<file path="src/hdl/sgr_pkg.sv">
// Shared types, constants and arithmetic helpers for the sparse Givens rotation block.
package sgr_pkg;

  // Field widths
  localparam int VALUE_W    = 16;
  localparam int COEF_W     = 16;
  localparam int INDEX_W    = 11;
  localparam int CFG_IDX_W  = 2;
  localparam int COEF_FRAC  = 14;

  // Default store depth handed to the top level
  localparam int VECTOR_DEPTH_DEF = 1024;

  // Product and sum widths for the rotation datapath
  localparam int PROD_W = COEF_W + VALUE_W;
  localparam int SUM_W  = PROD_W + 1;
  localparam int QUO_W  = SUM_W - COEF_FRAC + 1;

  localparam logic signed [COEF_W-1:0] COEF_ONE   = COEF_W'(1 << COEF_FRAC);
  localparam logic signed [COEF_W-1:0] COS_RESET  = COEF_ONE;
  localparam logic signed [COEF_W-1:0] SIN_RESET  = '0;

  // Function codes
  localparam logic [1:0] FUNC_LOAD   = 2'd0;
  localparam logic [1:0] FUNC_ROTATE = 2'd1;
  localparam logic [1:0] FUNC_READ   = 2'd2;

  // Configuration register indexes
  localparam logic [CFG_IDX_W-1:0] CFG_COS  = CFG_IDX_W'(0);
  localparam logic [CFG_IDX_W-1:0] CFG_SIN  = CFG_IDX_W'(1);
  localparam logic [CFG_IDX_W-1:0] CFG_BASE = CFG_IDX_W'(2);

  typedef struct packed {
    logic [1:0]                func;
    logic [INDEX_W-1:0]        element_index;
    logic signed [VALUE_W-1:0] element_value;
    logic                      last_element;
  } in_item_t;

  typedef struct packed {
    logic signed [VALUE_W-1:0] result_value;
    logic                      status;
    logic                      last_out;
  } out_item_t;

  typedef enum logic [2:0] {
    ST_IDLE,
    ST_DECODE,
    ST_MUL,
    ST_SUM,
    ST_RND,
    ST_OUT
  } state_t;

  // How the latched request is handled
  typedef enum logic [1:0] {
    CLS_LOAD,
    CLS_READ,
    CLS_ROT,
    CLS_BYPASS
  } item_class_t;

  typedef struct packed {
    logic latch;
    logic ram_rd;
    logic wr_load;
    logic mul_en;
    logic sum_en;
    logic rnd_en;
    logic out_load;
  } ctrl_cmd_t;

  typedef struct packed {
    item_class_t cls;
  } dp_status_t;

  // Round to nearest (ties up) from Q.(14+f) to Q.f and saturate
  function automatic logic signed [VALUE_W-1:0] round_sat(input logic signed [SUM_W-1:0] acc);
    logic signed [SUM_W:0]   biased;
    logic signed [QUO_W-1:0] q;
    logic signed [QUO_W-1:0] sat_hi;
    logic signed [QUO_W-1:0] sat_lo;
    sat_hi = QUO_W'((64'sd1 <<< (VALUE_W - 1)) - 64'sd1);
    sat_lo = -sat_hi - QUO_W'(1);
    biased = (SUM_W+1)'(acc) + (SUM_W+1)'(1 << (COEF_FRAC - 1));
    q      = biased[SUM_W:COEF_FRAC];
    if (q > sat_hi) begin
      round_sat = sat_hi[VALUE_W-1:0];
    end else if (q < sat_lo) begin
      round_sat = sat_lo[VALUE_W-1:0];
    end else begin
      round_sat = q[VALUE_W-1:0];
    end
  endfunction

endpackage

</file>
<file path="src/hdl/sgr_ctrl.sv">
// Sequencing state machine: steps one request through decode, multiply, sum and round (rotations only) and output.
module sgr_ctrl (
  input  logic                clk,
  input  logic                rst_n,
  input  logic                in_valid,
  output logic                in_ready,
  output logic                out_valid,
  input  logic                out_ready,
  input  sgr_pkg::dp_status_t status,
  output sgr_pkg::ctrl_cmd_t  cmd
);

  sgr_pkg::state_t state_r, state_nxt;
  logic            out_valid_r, out_valid_nxt;
  logic            out_free;

  assign out_free = !out_valid_r || out_ready;

  // Next state
  always_comb begin
    state_nxt = state_r;
    unique case (state_r)
      sgr_pkg::ST_IDLE: begin
        if (in_valid) state_nxt = sgr_pkg::ST_DECODE;
      end
      sgr_pkg::ST_DECODE: begin
        if (status.cls == sgr_pkg::CLS_ROT) state_nxt = sgr_pkg::ST_MUL;
        else                                state_nxt = sgr_pkg::ST_OUT;
      end
      sgr_pkg::ST_MUL: state_nxt = sgr_pkg::ST_SUM;
      sgr_pkg::ST_SUM: state_nxt = sgr_pkg::ST_RND;
      sgr_pkg::ST_RND: state_nxt = sgr_pkg::ST_OUT;
      sgr_pkg::ST_OUT: begin
        if (out_free) state_nxt = sgr_pkg::ST_IDLE;
      end
      default: state_nxt = sgr_pkg::ST_IDLE;
    endcase
  end

  // Outputs and datapath commands
  always_comb begin
    cmd      = '0;
    in_ready = 1'b0;
    unique case (state_r)
      sgr_pkg::ST_IDLE: begin
        in_ready  = 1'b1;
        cmd.latch = in_valid;
      end
      sgr_pkg::ST_DECODE: begin
        cmd.ram_rd  = (status.cls == sgr_pkg::CLS_READ) || (status.cls == sgr_pkg::CLS_ROT);
        cmd.wr_load = (status.cls == sgr_pkg::CLS_LOAD);
      end
      sgr_pkg::ST_MUL: cmd.mul_en = 1'b1;
      sgr_pkg::ST_SUM: cmd.sum_en = 1'b1;
      sgr_pkg::ST_RND: cmd.rnd_en = 1'b1;
      sgr_pkg::ST_OUT: cmd.out_load = out_free;
      default: cmd = '0;
    endcase
  end

  // Output valid flag
  always_comb begin
    out_valid_nxt = out_valid_r;
    if (cmd.out_load)    out_valid_nxt = 1'b1;
    else if (out_ready)  out_valid_nxt = 1'b0;
  end

  always_ff @(posedge clk) begin
    if (!rst_n) begin
      state_r     <= sgr_pkg::ST_IDLE;
      out_valid_r <= 1'b0;
    end else begin
      state_r     <= state_nxt;
      out_valid_r <= out_valid_nxt;
    end
  end

  assign out_valid = out_valid_r;

endmodule

</file>
<file path="config.mk">
export PLATFORM = sky130hd
export DESIGN_NAME = sgr_ctrl
export DESIGN_NICKNAME = d
export VERILOG_FILES = /design/src/hdl/sgr_pkg.sv /design/src/hdl/sgr_ctrl.sv
export SDC_FILE = /design/constraint.sdc
export NUM_CORES = 1
export LEC_CHECK = 0
export BUFFER_PORTS_ARGS = -buffer_cell sky130_fd_sc_hd__buf_2
export CAP_MARGIN = 5
export CORE_AREA = 2 2 39 41
export CTS_BUF_LIST = sky130_fd_sc_hd__clkbuf_4 sky130_fd_sc_hd__clkbuf_8
export DETAILED_ROUTE_END_ITERATION = 6
export DIE_AREA = 0 0 41 43
export HOLD_SLACK_MARGIN = 0.03
export PLACE_DENSITY = 0.47
export SETUP_SLACK_MARGIN = 0.05
export SLEW_MARGIN = 20
export SYNTH_ARGS = -nofsm -noshare
export SYNTH_HDL_FRONTEND = slang
export SYNTH_SLANG_ARGS = --single-unit
</file>
<file path="constraint.sdc">
create_clock -name clk -period 3 [get_ports clk]
set_input_delay 0.15 -clock clk [delete_from_list [all_inputs] [get_ports clk]]
set_output_delay 0.15 -clock clk [all_outputs]
set_load 0.05 [all_outputs]
</file>
==> results.toml <==
[run_status]
status = "finished, final reports clean"

[timing]
fin_skew_ns = 0.000383
setup_viol = 0
setup_tns_ns = 0
hold_viol = 0
max-slew-margin-rel = 0.788
fmax_ghz = 0.654
tightest_slew_ns = 0.318
finalMaxSlewViolations = 0
rsz0062_at_grt = "false"
min_period_over_period = 0.510
finalCriticalPeriod_ns = 1.53

[yosys]
yosys.area_share.simple = 0.352
yosys.area_share.xor_xnor = 0
avgSynthCellArea_um2 = 8.35
syn_inst = 37
syn_area_um2 = 309
ys.warnings.count = 0
synth_compound_area_frac = 0.138
muxShareOfSynthArea = 0.0324
synth_top_family_by_area = "simple AND/OR/NAND/NOR gates"
synth_adder_area_share = 0.0810
synth_fp_nets = 45
yosysTopAreaCell = "dfxtp_1"
yosys-top-cells-area = "dfxtp_1 (26%), nor3b_1 (12%), ha_1 (8.1%)"
synth-seq-cells = 4
seq_area_frac_synth = 0.259
synth_top_area_frac = 0.259
synth_cell_types = 20

[clock_network]
clk_latency_ns = 0.23
cts-hold-fix-buffers = 0
numCtsBuffers = 3
numClockSinks = 4
cts_setup_buffers = 0
clkTransAtPathRegs_ns = 0.04
ctsResizeCount = 0
cts_tree = "yes"
ctsRootBufferMaster = "clkbuf_4"
cts.path.max_buffers = 2
cts_max_level = 1

[power]
p_leak_nw = 0.183
power_density_nw_per_um2 = 613
ir_drop_mv = 0.135

[die]
ios = 15
rows = 14
initial_utilization = 0.223
fp.dieW_um = 41
dieArea_um2 = 1760
coreArea_um2 = 1380
die_h_um = 43

[setup_path]
path_class = "flop to output pin"
crit_fanout = 10
critPathArrivalTime_ns = 1.38
critPathCaptureType = "output pin"
crit_required_ns = 2.85
critPathLaunchType = "flop"

[route]
drt_iter0_drc = 2
first_pass_iters = 3
ant_nets = 0
viasPerCell = 4.20
totalWireLength_um = 563
vias = 277
drt-wirelength-per-cell_um = 8.53
drcViolationCount = 0

[placement]
hpwl_um = 440
gp_congestion = 0.680
placed_area_um2 = 368
portBuffers = 14

[global_route]
grt_util_all_layers = 0.0744
grt-ovfl-total = 0
grt_pass1_vias = 227
grt_pass1_wl_um = 848
grt_max_degree = 12
antenna_found_initial = 0

[layout]
drive_above_1_share = 0.360
diodes = 0
synthToLayoutAreaGrowth_pct = 26.3
stdcell_area_um2 = 390
mostFrequentLayoutCells = "buf_2 (14), nor3b_1 (5), dfxtp_1 (4)"
nFillCells = 146
final_common_cell = "buf_2"
layout.nets = 60

[hold_path]
worstHoldPathType = "input pin to flop"

[flow_run]
cap_violations = 0
## cell families (layout without fill, tap and decap cells)
logic type | after synthesis | in the layout
AOI/OAI and AO/OA | 6 | 6
adders and majority gates | 2 | 2
buffers and inverters | 7 | 20
DFF | 4 | 4
muxes | 1 | 1
and+or+nand+nor | 17 | 17
## power by group
part	leakage [nW]	total [W]	switching [W]	internal [W]
clock network	0.0138	0.0000647	0.0000201	0.0000446
logic	0.137	0.000101	0.0000684	0.0000326
registers	0.0327	0.0000737	0.0000138	0.0000599
## Yosys cell counts, drive strengths merged
cell	instances
a31o	1
o21a	1
nor2	2
nand2b	3
nor2b	2
inv	3
mux2i	1
nand3b	1
ha	2
or3b	1
dfxtp	4
a21oi	2
and2	1
buf	4
a21boi	1
o32ai	1
nor3	2
nor3b	5
## final cells by class
cell class / count / area [um^2] / share of cell area
tap: 16 / 20.0 / 0.0513
sequential: 4 / 80.1 / 0.205
timing repair buffer: 14 / 70.1 / 0.179
clock buffer: 3 / 22.5 / 0.0577
multi-input combinational: 26 / 186 / 0.478
inverter: 3 / 11.3 / 0.0288
## flip-flops by register name (all words and copies together), names as in the netlist
register   count
state_r        3
out_valid      1
## stage by stage
| stage | std cells | util | hold WS, ns | power (W) | setup WS, ns |
|---|---|---|---|---|---|
| 4_1_cts | 66 | 0.282 | 0.172 | 0.000246 | 1.45 |
| 3_5_place_dp | 63 | 0.266 | 0.419 | 0.000176 | 1.72 |
| 6_report | 66 | 0.282 | 0.176 | 0.000239 | 1.47 |
| 3_3_place_gp | 63 | 0.266 | 0.419 | 0.000177 | 1.73 |
| 2_1_floorplan | 37 | - | 0.268 | 0.000164 | 0.722 |
| 5_1_grt | 66 | 0.282 | 0.182 | 0.000257 | 1.33 |
## final timing paths
check             startpoint    endpoint  slack (ns)  cells past startpoint
hold reg to reg    out_valid   out_valid        0.57                      2
hold / removal         rst_n  state_r[0]        0.18                      2
setup / recovery  state_r[0]      cmd[4]        1.47                      3
setup reg to reg  state_r[0]  state_r[0]        1.82                      3
## critical path, stage by stage (launching register included)
cell and delay (ns):
dfxtp_1 0.49, nand2b_1 0.16, nor3b_1 0.20, buf_2 0.29
## metal layers
metal,part of all wire,global-route usage,vias up
met4,0,0.0600,0
met1,0.44,0.0677,119
met2,0.49,0.109,7
met5,0,0,-
met3,0.062,0.0471,0
li1,-,-,151
Power figures use the tool's default switching activity.
